<file path="config.mk">
export PLATFORM = sky130hd
export DESIGN_NAME = kf_mul
export DESIGN_NICKNAME = d
export VERILOG_FILES = /design/src/rtl/kf_pkg.sv /design/src/rtl/kf_mul.sv
export SDC_FILE = /design/constraint.sdc
export NUM_CORES = 2
export LEC_CHECK = 0
export BUFFER_PORTS_ARGS = -buffer_cell sky130_fd_sc_hd__buf_2
export CORE_MARGIN = 2
export CORE_UTILIZATION = 60
export DETAILED_ROUTE_END_ITERATION = 8
export PLACE_DENSITY_LB_ADDON = 0.1
export SYNTH_ARGS = -nofsm -noshare
export SYNTH_HDL_FRONTEND = slang
export SYNTH_SLANG_ARGS = --single-unit
</file>
<file path="constraint.sdc">
create_clock -name aclk -period 23.3 [get_ports aclk]
set_clock_uncertainty 0.1 [all_clocks]
set_input_delay 1.165 -clock aclk [delete_from_list [all_inputs] [get_ports aclk]]
set_output_delay 1.165 -clock aclk [all_outputs]
set_load 0.03 [all_outputs]
</file>
<file path="src/rtl/kf_pkg.sv">
// shared types and constants for the constant-velocity kalman filter
`default_nettype none
package kf_pkg;
    localparam int CovW = 32;
    localparam int RegW = 31;
    localparam logic [CovW-1:0] OneQ24 = 32'h0100_0000;
    localparam logic [RegW-1:0] QReset = 31'd1678;
    localparam logic [RegW-1:0] RReset = 31'd16777216;
    localparam logic [0:0] RegQ = 1'b0;
    localparam logic [0:0] RegR = 1'b1;

    // sequencer states
    typedef enum logic [3:0] {
        ST_IDLE, ST_PRED, ST_DIV0, ST_DIV1, ST_MX, ST_MV,
        ST_M00, ST_M01, ST_M10, ST_M11, ST_DONE
    } state_t;
endpackage
`default_nettype wire

</file>
<file path="src/rtl/kf_mul.sv">
// shared q8.24 multiplier: round((k*b)/2^24) with ties up, one registered product
`default_nettype none
module kf_mul
    import kf_pkg::*;
#(
    parameter int DW = 32
) (
    input  wire logic                   aclk,
    input  wire logic signed [CovW-1:0] k,
    input  wire logic signed [DW-1:0]   b,
    output logic signed [DW+8:0]        prod
);
    localparam int PW = CovW + DW;
    logic signed [PW-1:0] p_reg;
    logic signed [PW-1:0] p_round;

    // product register
    always_ff @(posedge aclk) begin
        p_reg <= PW'(k) * PW'(b);
    end

    // round and shift with floor; result fits in DW+9 bits
    assign p_round = p_reg + PW'(64'sd8388608);
    assign prod = (DW+9)'(p_round >>> 24);
endmodule
`default_nettype wire

</file>
==> impl_results.md <==
- Worst Setup End Kind: register
- 1st-iter DRT viols: 1,288
- Commonest non-fill, non-tap cells in the layout: 1,081 x fa_1, 1,017 x inv_1, 538 x nand2_1
- Fmax: around 0.11 GHz
- Max-cap check violation count: 0
- Layout cells sized above 1: 0.03560
- Die height: 252.4 um
- Clk buf depth: 2
- Final instance area: ~38,000 sq um
- Synth top area cells: fa_1 58%, inv_1 10%, and2_1 8.4%
- Die area: 63,710 sq um
- CTS sink cnt: 41
- Synthesized cell area: about 37,000 sq um
- Synth area leader: fa_1
- Async set or reset register ratio after synthesis: 0
- Clk pin slew, worst setup/hold paths: approximately 70 ps
- Placer congestion estimate: 0.9072
- Ys flop type: dfxtp_1
- CP max FO: 32
- Total GRT Usage: 0.3221
- Area delta synth->final: 2.710%
- Slew Limit Fails: 0
- Commonest non-fill, non-tap cell in the layout: fa_1
- Global-route wire length before repair: 155,800 um
- Crit path launch type: input pin
- WP data arrival: between 9000 and 10,000 ps
- Final HPWL DP: about 77,000 um
- Routed wire per std cell: about 20 um
- Status: finished clean
- Initial antenna violation count: 8
- Die W: approximately 250 um
- Rel. slew slack: 0.2003
- DRC: 0
- Max reg flops: 41
- Crit Path Class: in -> reg
- Rows: between 90 and 100
- Layout fillers: approximately 5.4k
- Synth warn: 0
- Post-synthesis sequential area ratio: 0.02217
- Syn Area/Cell: about 9.4 sq um
- Largest net degree at the start of global routing: 33
- Initial DRT Pass Iterations: 5
- Final period util: 0.3997
- Hold WS: between 1500 and 2000 ps
- Setup TNS: 0 ps
- Final setup violation count: 0
- WL final: around 94,000 um
- FF+latch count, synth: 41
- CTS root buf: clkbuf_16
- Vias/cell: ~5.5
- H-tree depth: 2
- Total CTS buffers: 5
- Setup repair bufs after CTS: 0
- NumNets Final: 5,202
- Port Buffers: 105
- Final Hold Viols: 0
- Hold WC Path Type: reg -> out
- Yosys top cell area share: 0.5845
- Netlist cell types: around 50
- Syn Inst Count: just under 4k
- Number of global-route vias before repair: ~29k
- I/O pin count: 106
- Tmin final: ~9300 ps
- Via count: 25.49k
- Core area: just over 60,000 sq um
- Net Count, Synth: 5,278
- Hold_buf cts: 0
- Unrepaired setup endpoints after global routing: no
- Initial Util: 0.6033
- Worst Tran Pin Value: about 1200 ps
- Critical Path RT: approximately 23,000 ps
- Placed cell areas: 37,870 sq um
- Post-route ant nets: 0
- Overflow after GRT: 0
- CTS tree: built
- Cts repair resizes: 0
- Post-synth EDFFs: 0
-- cell families after synthesis --
| family | after synthesis | synth area share |
|---|---|---|
| AOI/OAI and AO/OA | 149 | 0.02616 |
| and+or+nand+nor | 1188 | 0.1602 |
| buffers and inverters | 1217 | 0.1235 |
| DFF | 41 | 0.02217 |
| adders and majority gates | 1262 | 0.6457 |
| xor gates and xnor gates | 94 | 0.02224 |
-- final timing paths --
check,start,to,slack [ps],cells after the start
worst max-delay path,b[2],p_reg[57],13990,25
worst min-delay path,p_reg[60],prod[36],1950,2
-- per-stage QoR --
stage / utilization / instances / setup slack, ps
2_1_floorplan: - / 3951 / 14850
3_3_place_gp: 0.6171 / 4658 / 13910
3_5_place_dp: 0.6171 / 4658 / 13730
4_1_cts: 0.6195 / 4666 / 14050
5_1_grt: 0.6196 / 4668 / 13520
6_report: 0.6196 / 4668 / 13990
-- critical path, cell delays in order --
cell	delay [ps]
buf_2	550
nand2_1	190
inv_1	180
fa_1	450
fa_1	490
fa_1	910
inv_1	230
fa_1	580
inv_1	60
fa_1	500
inv_1	50
fa_1	550
fa_1	440
fa_1	500
inv_1	40
ha_1	410
nand4_1	240
nor4_1	670
a22oi_1	170
o211ai_1	190
a31oi_2	100
o21a_1	260
o21a_1	200
o21bai_1	150
xor2_1	140
-- synthesized netlist by cell type, types with 21 or more instances --
| library cell | number |
|---|---|
| a21oi_1 | 54 |
| and2_1 | 496 |
| clkbuf_1 | 198 |
| dfxtp_1 | 41 |
| fa_1 | 1081 |
| ha_1 | 181 |
| inv_1 | 1017 |
| nand2_1 | 538 |
| nand3_1 | 27 |
| nand4_1 | 21 |
| nor2_1 | 58 |
| o21ai_0 | 23 |
| xnor2_1 | 72 |
| xor2_1 | 22 |
-- routing by layer --
layer,track usage,vias up,part of all wire
met5,0,-,0.00042
met4,0.1653,6,0.067
met3,0.03018,296,0.046
met2,0.5928,810,0.53
met1,0.3740,13370,0.36
li1,-,11010,-
-- area by class of cell --
| type | count | area [sq um] | share of cell area |
|---|---|---|---|
| Multi-Input combinational cell | 2693 | 31630 | 0.8318 |
| Inverter | 1017 | 3817 | 0.1004 |
| Tap cell | 790 | 988.4 | 0.02599 |
| Sequential cell | 41 | 820.8 | 0.02158 |
| Timing Repair Buffer | 117 | 615.6 | 0.01619 |
| Clock buffer | 5 | 125.1 | 0.003290 |
| Clock inverter | 3 | 25.02 | 0.0006581 |
| Antenna cell | 2 | 5.005 | 0.0001316 |
Power is left out: the tool's default activity adds up to more than one toggle a clock period on the data nets, which glitch-free logic cannot reach.
