### src/rtl/kf_pkg.sv
// shared types and constants for the constant-velocity kalman filter
`default_nettype none
package kf_pkg;
    localparam int CovW = 32;
    localparam int RegW = 31;
    localparam logic [CovW-1:0] OneQ24 = 32'h0100_0000;
    localparam logic [RegW-1:0] QReset = 31'd1678;
    localparam logic [RegW-1:0] RReset = 31'd16777216;
    localparam logic [0:0] RegQ = 1'b0;
    localparam logic [0:0] RegR = 1'b1;

    // sequencer states
    typedef enum logic [3:0] {
        ST_IDLE, ST_PRED, ST_DIV0, ST_DIV1, ST_MX, ST_MV,
        ST_M00, ST_M01, ST_M10, ST_M11, ST_DONE
    } state_t;
endpackage
`default_nettype wire

### src/rtl/kf_div.sv
// restoring divider, one quotient bit per cycle, q = num*2^24 / den truncated
`default_nettype none
module kf_div
    import kf_pkg::*;
(
    input  wire logic              aclk,
    input  wire logic              aresetn,
    input  wire logic              start,
    input  wire logic signed [CovW-1:0] num,
    input  wire logic [CovW:0]     den,
    output logic                   done,
    output logic signed [CovW-1:0] quot
);
    localparam int NW = 56;
    logic [NW-1:0] n_reg, n_next;
    logic [NW:0] rem_reg, rem_next;
    logic [NW-1:0] q_reg, q_next;
    logic [5:0] cnt_reg, cnt_next;
    logic busy_reg, busy_next, neg_reg, neg_next;
    logic [NW:0] trial;
    logic [NW:0] qabs;

    // one shift-subtract step per cycle
    always_comb begin
        n_next = n_reg; rem_next = rem_reg; q_next = q_reg;
        cnt_next = cnt_reg; busy_next = busy_reg; neg_next = neg_reg;
        trial = {rem_reg[NW-1:0], n_reg[NW-1]};
        if (start) begin
            neg_next = num[CovW-1];
            n_next = {(num[CovW-1] ? NW'(-$signed({{(NW-CovW){num[CovW-1]}}, num}))
                                   : NW'({{(NW-CovW){1'b0}}, num})) } << 24;
            rem_next = '0; q_next = '0; cnt_next = 6'd0; busy_next = 1'b1;
        end else if (busy_reg) begin
            n_next = n_reg << 1;
            if (trial >= {{(NW-CovW){1'b0}}, den}) begin
                rem_next = trial - {{(NW-CovW){1'b0}}, den};
                q_next = {q_reg[NW-2:0], 1'b1};
            end else begin
                rem_next = trial;
                q_next = {q_reg[NW-2:0], 1'b0};
            end
            cnt_next = cnt_reg + 6'd1;
            if (cnt_reg == 6'(NW-1)) busy_next = 1'b0;
        end
    end

    always_ff @(posedge aclk) begin
        if (!aresetn) begin
            busy_reg <= 1'b0; cnt_reg <= '0;
        end else begin
            busy_reg <= busy_next; cnt_reg <= cnt_next;
        end
        n_reg <= n_next; rem_reg <= rem_next; q_reg <= q_next; neg_reg <= neg_next;
    end

    // sign and saturate
    assign done = busy_reg && (cnt_reg == 6'(NW-1)) ? 1'b0 : (!busy_reg && cnt_reg == 6'(NW));
    always_comb begin
        qabs = {1'b0, q_reg};
        if (neg_reg) quot = (qabs > (NW+1)'(33'h8000_0000)) ? 32'sh8000_0000
                                                           : CovW'(-$signed(qabs));
        else quot = (qabs > (NW+1)'(32'h7fff_ffff)) ? 32'sh7fff_ffff : CovW'(qabs);
    end
endmodule
`default_nettype wire

### config.mk
export PLATFORM = sky130hd
export DESIGN_NAME = kf_div
export DESIGN_NICKNAME = d
export VERILOG_FILES = /design/src/rtl/kf_pkg.sv /design/src/rtl/kf_div.sv
export SDC_FILE = /design/constraint.sdc
export NUM_CORES = 1
export LEC_CHECK = 0
export ABC_CLOCK_PERIOD_IN_PS = 5100
export BUFFER_PORTS_ARGS = -buffer_cell sky130_fd_sc_hd__buf_2
export CORE_ASPECT_RATIO = 1.2
export CORE_UTILIZATION = 30
export DETAILED_ROUTE_END_ITERATION = 12
export PLACE_DENSITY = 0.42
export SYNTH_ARGS = -nofsm -noshare
export SYNTH_HDL_FRONTEND = slang
export SYNTH_SLANG_ARGS = --single-unit
### constraint.sdc
create_clock -name aclk -period 5.1 [get_ports aclk]
set_clock_uncertainty 0.2 [all_clocks]
set_input_delay 0.255 -clock aclk [delete_from_list [all_inputs] [get_ports aclk]]
set_output_delay 0.255 -clock aclk [all_outputs]
set_load 0.02 [all_outputs]
==> run_results.csv, run 1 <==
group,metric,value,unit
status,status,"finished, final reports clean",
critical_path,start_kind,"register",
cts,cts_root_buf,"clkbuf_16",
cells_and_area,flow.area_growth_from_synthesis,14.6,%
floorplanning,die_w,170,µm
timing,maxSlewViolCount,0,
cts,cts_buffers,17,
floorplanning,die_h,203,µm
yosys,synth_area,10100,µm²
cts,ctsHtreeMaxLevel,4,
worst_hold_path,holdPathEnd,"n_reg[53]",
detailed_routing,dr.pass1.iters,4,
critical_path,timing.rr.start,"n_reg[55]",
placed_design,dpl.hpwl,19100,µm
yosys,seq_area_frac_synth,33.3,%
worst_hold_path,hold_path.class,"in -> reg",
yosys,ys.flop_type,"dfxtp_1",
timing,setup_viol,0,
floorplanning,dieArea,34500,µm²
yosys,synth_top_cell_area_share,23.5,%
timing,clock.fmax,234,MHz
yosys,yosys_warnings,0,
critical_path,regToRegEndpoint,"rem_reg[50]",
yosys,syn_avg_cell_area,8.08,µm²
power_and_ir_drop,intPower,2520,µW
cts,clock_sinks,152,
yosys,ys_top_cells_by_count,"190 x nor2_1, 119 x dfxtp_1, 100 x nand2_1",
cts,cts_tree,"built",
placed_design,gp_congestion,0.806,
floorplanning,coreArea,33200,µm²
global_routing,grt_first_pass_wirelength,45600,µm
yosys,synth_edf_count,33,
floorplanning,start_util,30.5,%
global_routing,grt_pass1_vias,8906,
power_and_ir_drop,p_clk_share,37.8,%
cells_and_area,stdcell_count,1768,
worst_hold_path,hold_path_depth,3,
detailed_routing,wl,27200,µm
yosys,ys_seq_elements,152,
power_and_ir_drop,combPwrFrac,24.4,%
yosys,yosysMostFrequentCell,"nor2_1",
yosys,async_reset_ff_share,0,%
cells_and_area,finalNetCount,1412,
cts,cts_buffer_depth,2,
yosys,synth_top_area_cell,"dfxtp_1",
critical_path,setup.worst_path.start,"q_reg[0]",
critical_path,cp-end-kind,"output pin",
timing,rsz0062_at_grt,"false",
detailed_routing,wl_per_cell,15.4,µm
yosys,synth_nets,1358,
critical_path,worstPathMaxFanout,26,
timing,hold_slack,0.0266,ns
cells_and_area,multi_input_area,6210,µm²
worst_hold_path,min_from,"num[29]",
yosys,syn_inst,1252,
power_and_ir_drop,seqPwrFrac,37.8,%
timing,hold_viol,0,
global_routing,grt_antenna_before_repair,2,
timing,final.min_clock_period,4.28,ns
placed_design,dp_cells,1735,
cells_and_area,fill_cells,3573,
detailed_routing,drc_errors,0,
detailed_routing,vias,8976,
critical_path,reg2reg_depth,13,
global_routing,grt_use_total,16.4,%
power_and_ir_drop,p_leak,0.00471,µW
global_routing,grt_max_degree,94,
cells_and_area,diodes,0,
critical_path,cp_data_arrival_time,3.83,ns
timing,fin_crit_sh,83.9,%
run,drv_cap,0,
cts,clk_pin_slew,0.06,ns
cells_and_area,drive_gt1_share,13.0,%
critical_path,worst_ep_required_time,4.64,ns
power_and_ir_drop,ir_drop,0.000166,V
timing,worst-slew-pin-transition,0.998,ns
critical_path,r2r_setup_slack,1.46,ns
detailed_routing,drt_iter0_drc,541,
detailed_routing,viasPerCell,5.08,
floorplanning,rows,73,
timing,max_slew_margin,33.5,%
yosys,synth_cell_types,79,
placed_design,port_buffers,100,
timing,setup_tns,0,ns
floorplanning,io_pins,101,
detailed_routing,final_antenna_net_count,0,
cells_and_area,postLayoutCoreUtil,35.0,%
critical_path,worstSetupPathType,"reg -> out",
yosys,ys_top_cells_by_area,"dfxtp_1 24%, edfxtp_1 9.8%, nor2_1 7.0%, mux2i_1 6.1%, a21oi_1 4.7%",
cells_and_area,area.sequential,3380,µm²
cts,clk_latency,0.44,ns
power_and_ir_drop,power.density,316,nW/µm²
power_and_ir_drop,netSwitchingPower,1150,µW
power_and_ir_drop,sw_frac_of_total,31.4,%
global_routing,grt-ovfl-total,0,
-- layout make-up --
| type | count | area share, % |
|---|---|---|
| multi-input combinational | 967 | 53.5 |
| sequential | 152 | 29.1 |
| timing repair buffer | 112 | 5.26 |
| tap | 450 | 4.85 |
| clock buffer | 18 | 3.79 |
| inverter | 56 | 1.81 |
| clock inverter | 13 | 1.66 |
-- metrics by stage --
stage	instance area, µm²	setup WS [ns]	total power (µW)
CTS	11600	0.785	3730
global placement	10900	1.35	2310
global route	11600	0.543	3890
floorplan	10100	1.46	2070
detailed placement	10900	1.26	2310
finish	11600	0.819	3670
-- worst max-delay path, cell delays in order (launching register included) --
cell,delay [ns]
dfxtp_1,0.34
inv_1,0.09
ha_1,0.18
or3b_4,0.41
nor3_2,0.26
nand4b_4,0.16
or4_1,0.57
o31a_1,0.31
nand3b_4,0.37
o311ai_1,0.46
buf_2,0.24
-- how the worst max path moves through the flow --
stage          endpoint  slack (ns)
2_1_floorplan   quot[7]        1.46
3_3_place_gp   quot[22]        1.35
3_5_place_dp   quot[13]        1.26
4_1_cts        quot[14]        0.79
5_1_grt        quot[14]        0.54
6_report        quot[3]        0.82
-- routing by layer --
metal / vias up / share of wire [%] / track usage (%) / routed length, µm
li1: 4624 / - / - / -
met1: 4207 / 49 / 21.5 / 13400
met2: 114 / 47 / 27.5 / 12800
met3: 27 / 2.4 / 2.29 / 646
met4: 4 / 1.3 / 5.08 / 361
met5: - / 0.11 / 0 / 30
-- power groups by stage --
stage	logic, µW	clock network [µW]	registers (µW)
floorplan	691	0	1380
global placement	897	0	1410
detailed placement	897	0	1410
CTS	903	1440	1390
global route	1010	1480	1400
finish	895	1390	1390
-- logic make-up (layout without fill, tap and decap cells) --
kind of cell | count (synthesis) | after routing | synth area share, %
adder cells (fa/ha/maj) | 38 | 38 | 4.77
XOR/XNOR | 78 | 78 | 6.75
buffers and inverters | 133 | 199 | 5.32
flip-flops | 152 | 152 | 33.3
multiplexers | 63 | 63 | 6.24
AO/OA/AOI/OAI | 324 | 324 | 21.0
AND/OR/NAND/NOR | 464 | 464 | 22.6
-- cells in the final DEF (no fill, tap or decap), types with 46 or more instances in the layout --
cell     count
mux2i_1     62
buf_2       99
a21oi_1     95
nand2_1    100
nor2_1     190
o21ai_0     47
dfxtp_1    118
xor2_1      46
inv_1       57
-- timing repair --
action	CTS	global route
buffers inserted	0	0
hold buffers	2	0
resized for setup	0	0
hold endpoints to repair	2	0
No activity file was read; power rests on OpenSTA's default activity.
==> run 2, diff against run 1 <==
--- a/config.mk
+++ b/config.mk
@@ -5,7 +5,7 @@
 export SDC_FILE = /design/constraint.sdc
 export NUM_CORES = 1
 export LEC_CHECK = 0
-export ABC_CLOCK_PERIOD_IN_PS = 5100
+export ABC_CLOCK_PERIOD_IN_PS = 4000
 export BUFFER_PORTS_ARGS = -buffer_cell sky130_fd_sc_hd__buf_2
 export CORE_ASPECT_RATIO = 1.2
 export CORE_UTILIZATION = 30
==> constraint.sdc (replaced) <==
create_clock -name aclk -period 4 [get_ports aclk]
set_clock_uncertainty 0.2 [all_clocks]
set_input_delay 0.2 -clock aclk [delete_from_list [all_inputs] [get_ports aclk]]
set_output_delay 0.2 -clock aclk [all_outputs]
set_load 0.02 [all_outputs]
==> run 2 against run 1 <==
Effect of this change:
- core utilization up 1.9 points
- worst setup slack lost 0.79 ns
- non-clock buffer count rose by 38
- highest routed layer unchanged
- die area is the same
- final area grew 5.4%
- first-iteration DRC count rose by 0.18%
- cell count up 2.4%
==> run_results.csv, run 2 (synthesized netlist as in run 1, its figures left out) <==
group,metric,value,unit
status,status,"finished, final reports clean",
cells_and_area,drive_gt1_share,16.2,%
floorplanning,die_h,203,µm
detailed_routing,dr.pass1.iters,5,
timing,max_slew_margin,21.8,%
cells_and_area,stdcell_count,1811,
critical_path,start_kind,"register",
critical_path,reg2reg_depth,13,
timing,maxSlewViolCount,0,
floorplanning,die_w,170,µm
global_routing,grt_max_degree,132,
timing,setup_viol,0,
floorplanning,start_util,30.5,%
critical_path,cp_data_arrival_time,3.57,ns
critical_path,worst_ep_required_time,3.60,ns
cts,clk_latency,0.43,ns
placed_design,dpl.hpwl,18900,µm
cells_and_area,diodes,0,
cts,cts_tree,"built",
detailed_routing,wl_per_cell,15.5,µm
global_routing,grt_use_total,16.5,%
timing,clock.fmax,252,MHz
cells_and_area,final_cell_mix,"190 x nor2_1, 116 x dfxtp_1, 100 x nand2_1",
global_routing,grt_pass1_vias,8868,
global_routing,grt_antenna_before_repair,1,
timing,worst-slew-pin-transition,1.17,ns
placed_design,dp_cells,1741,
worst_hold_path,hold_path.class,"in -> reg",
timing,hold_viol,0,
global_routing,grt_first_pass_wirelength,45900,µm
cts,ctsHtreeMaxLevel,4,
cells_and_area,finalNetCount,1454,
worst_hold_path,hold_path_depth,3,
cts,clock_sinks,152,
cells_and_area,flow.area_growth_from_synthesis,20.8,%
placed_design,gp_congestion,0.782,
timing,rsz0062_at_grt,"true",
detailed_routing,vias,9175,
floorplanning,rows,73,
critical_path,worstSetupPathType,"reg -> out",
global_routing,grt-ovfl-total,0,
timing,final.min_clock_period,3.97,ns
critical_path,worstPathMaxFanout,6,
global_routing,busiest_layer,"met2",
timing,fin_crit_sh,99.3,%
detailed_routing,drt_iter0_drc,542,
power_and_ir_drop,p_total,4670,µW
cts,cts_buffer_depth,2,
floorplanning,dieArea,34500,µm²
placed_design,port_buffers,100,
detailed_routing,wl,28100,µm
run,drv_cap,0,
cts,cts_buffers,17,
detailed_routing,viasPerCell,5.07,
detailed_routing,drc_errors,0,
cells_and_area,final_common_cell,"nor2_1",
floorplanning,io_pins,101,
critical_path,cp-end-kind,"output pin",
power_and_ir_drop,ir_drop,0.000243,V
global_routing,use_met1,21.8,%
power_and_ir_drop,p_leak,0.00496,µW
cells_and_area,fill_cells,3501,
cts,cts_root_buf,"clkbuf_16",
global_routing,met3_usage,2.33,%
detailed_routing,final_antenna_net_count,0,
floorplanning,coreArea,33200,µm²
global_routing,grt.met2_usage,27.9,%
cts,clk_pin_slew,0.07,ns
power_and_ir_drop,power.density,382,nW/µm²
-- run 2: cell count changes in the layout (fill, tap and decap cells not counted), sizes merged --
cell / before / now
buf: 110 / 126
bufinv: 4 / 2
clkinvlp: 0 / 1
dlygate4sd3: 2 / 24
inv: 62 / 64
nand2b: 13 / 15
nand3b: 2 / 4
-- run 2: cell type report --
class / instances / area [µm²] / area share [%]
Tap cell: 450 / 563 / 4.61
Clock buffer: 18 / 439 / 3.59
Timing Repair Buffer: 150 / 1020 / 8.36
Inverter: 56 / 215 / 1.76
Clock inverter: 14 / 158 / 1.29
Multi-Input combinational cell: 971 / 6440 / 52.7
Sequential cell: 152 / 3380 / 27.7
-- run 2: routing by layer --
metal | part of all wire (%) | routed length, µm | up-vias
li1 | - | - | 4720
met1 | 49 | 13700 | 4300
met2 | 48 | 13400 | 133
met3 | 2.6 | 741 | 20
met4 | 0.99 | 278 | 2
met5 | 0.036 | 10 | -
-- run 2: worst max-delay path, cell delays in order, from the launching register on --
cell,delay [ns]
dfxtp_4,0.36
inv_4,0.06
ha_4,0.12
or3b_4,0.39
buf_4,0.15
or2_2,0.32
or3_4,0.38
or3_4,0.34
or3_4,0.37
o41ai_4,0.29
nand2_1,0.08
o311ai_1,0.08
buf_2,0.21
-- run 2: per-stage QoR --
step	util [%]	instance area [µm²]	setup WS [ns]	TNS [ns]	hold slack, ns
CTS	35.9	11900	-0.0357	-0.216	0.00670
floorplan	-	10100	0.417	0	0.0989
finish	36.9	12200	0.0263	0	0.0314
global placement	33.3	11000	0.401	0	0.226
detailed placement	33.3	11000	0.354	0	0.222
global route	36.9	12200	-0.105	-0.641	0.0242
-- run 2: report_power, final --
group / leakage (µW) / internal (µW) / switching [µW]
Combinational: 0.00337 / 517 / 705
Sequential: 0.00130 / 1680 / 83.9
Clock: 0.000296 / 954 / 735
-- run 2: what timing repair did --
item | CTS | global route
setup endpoints to repair | 16 | 30
setup buffers | 0 | 10
gates cloned | 2 | 2
endpoints found under the hold margin | 30 | 0
resized for setup | 4 | 51
pin swaps | 0 | 15
hold buffers | 24 | 0
-- run 2: worst paths after layout --
| kind | slack, ns | endpoint | startpoint |
|---|---|---|---|
| worst max-delay path | 0.03 | quot[14] | q_reg[1] |
| worst min-delay path | 0.03 | n_reg[42] | num[18] |
| worst max register to register | 0.41 | rem_reg[50] | n_reg[55] |
| worst min register to register | 0.28 | rem_reg[3] | rem_reg[3] |
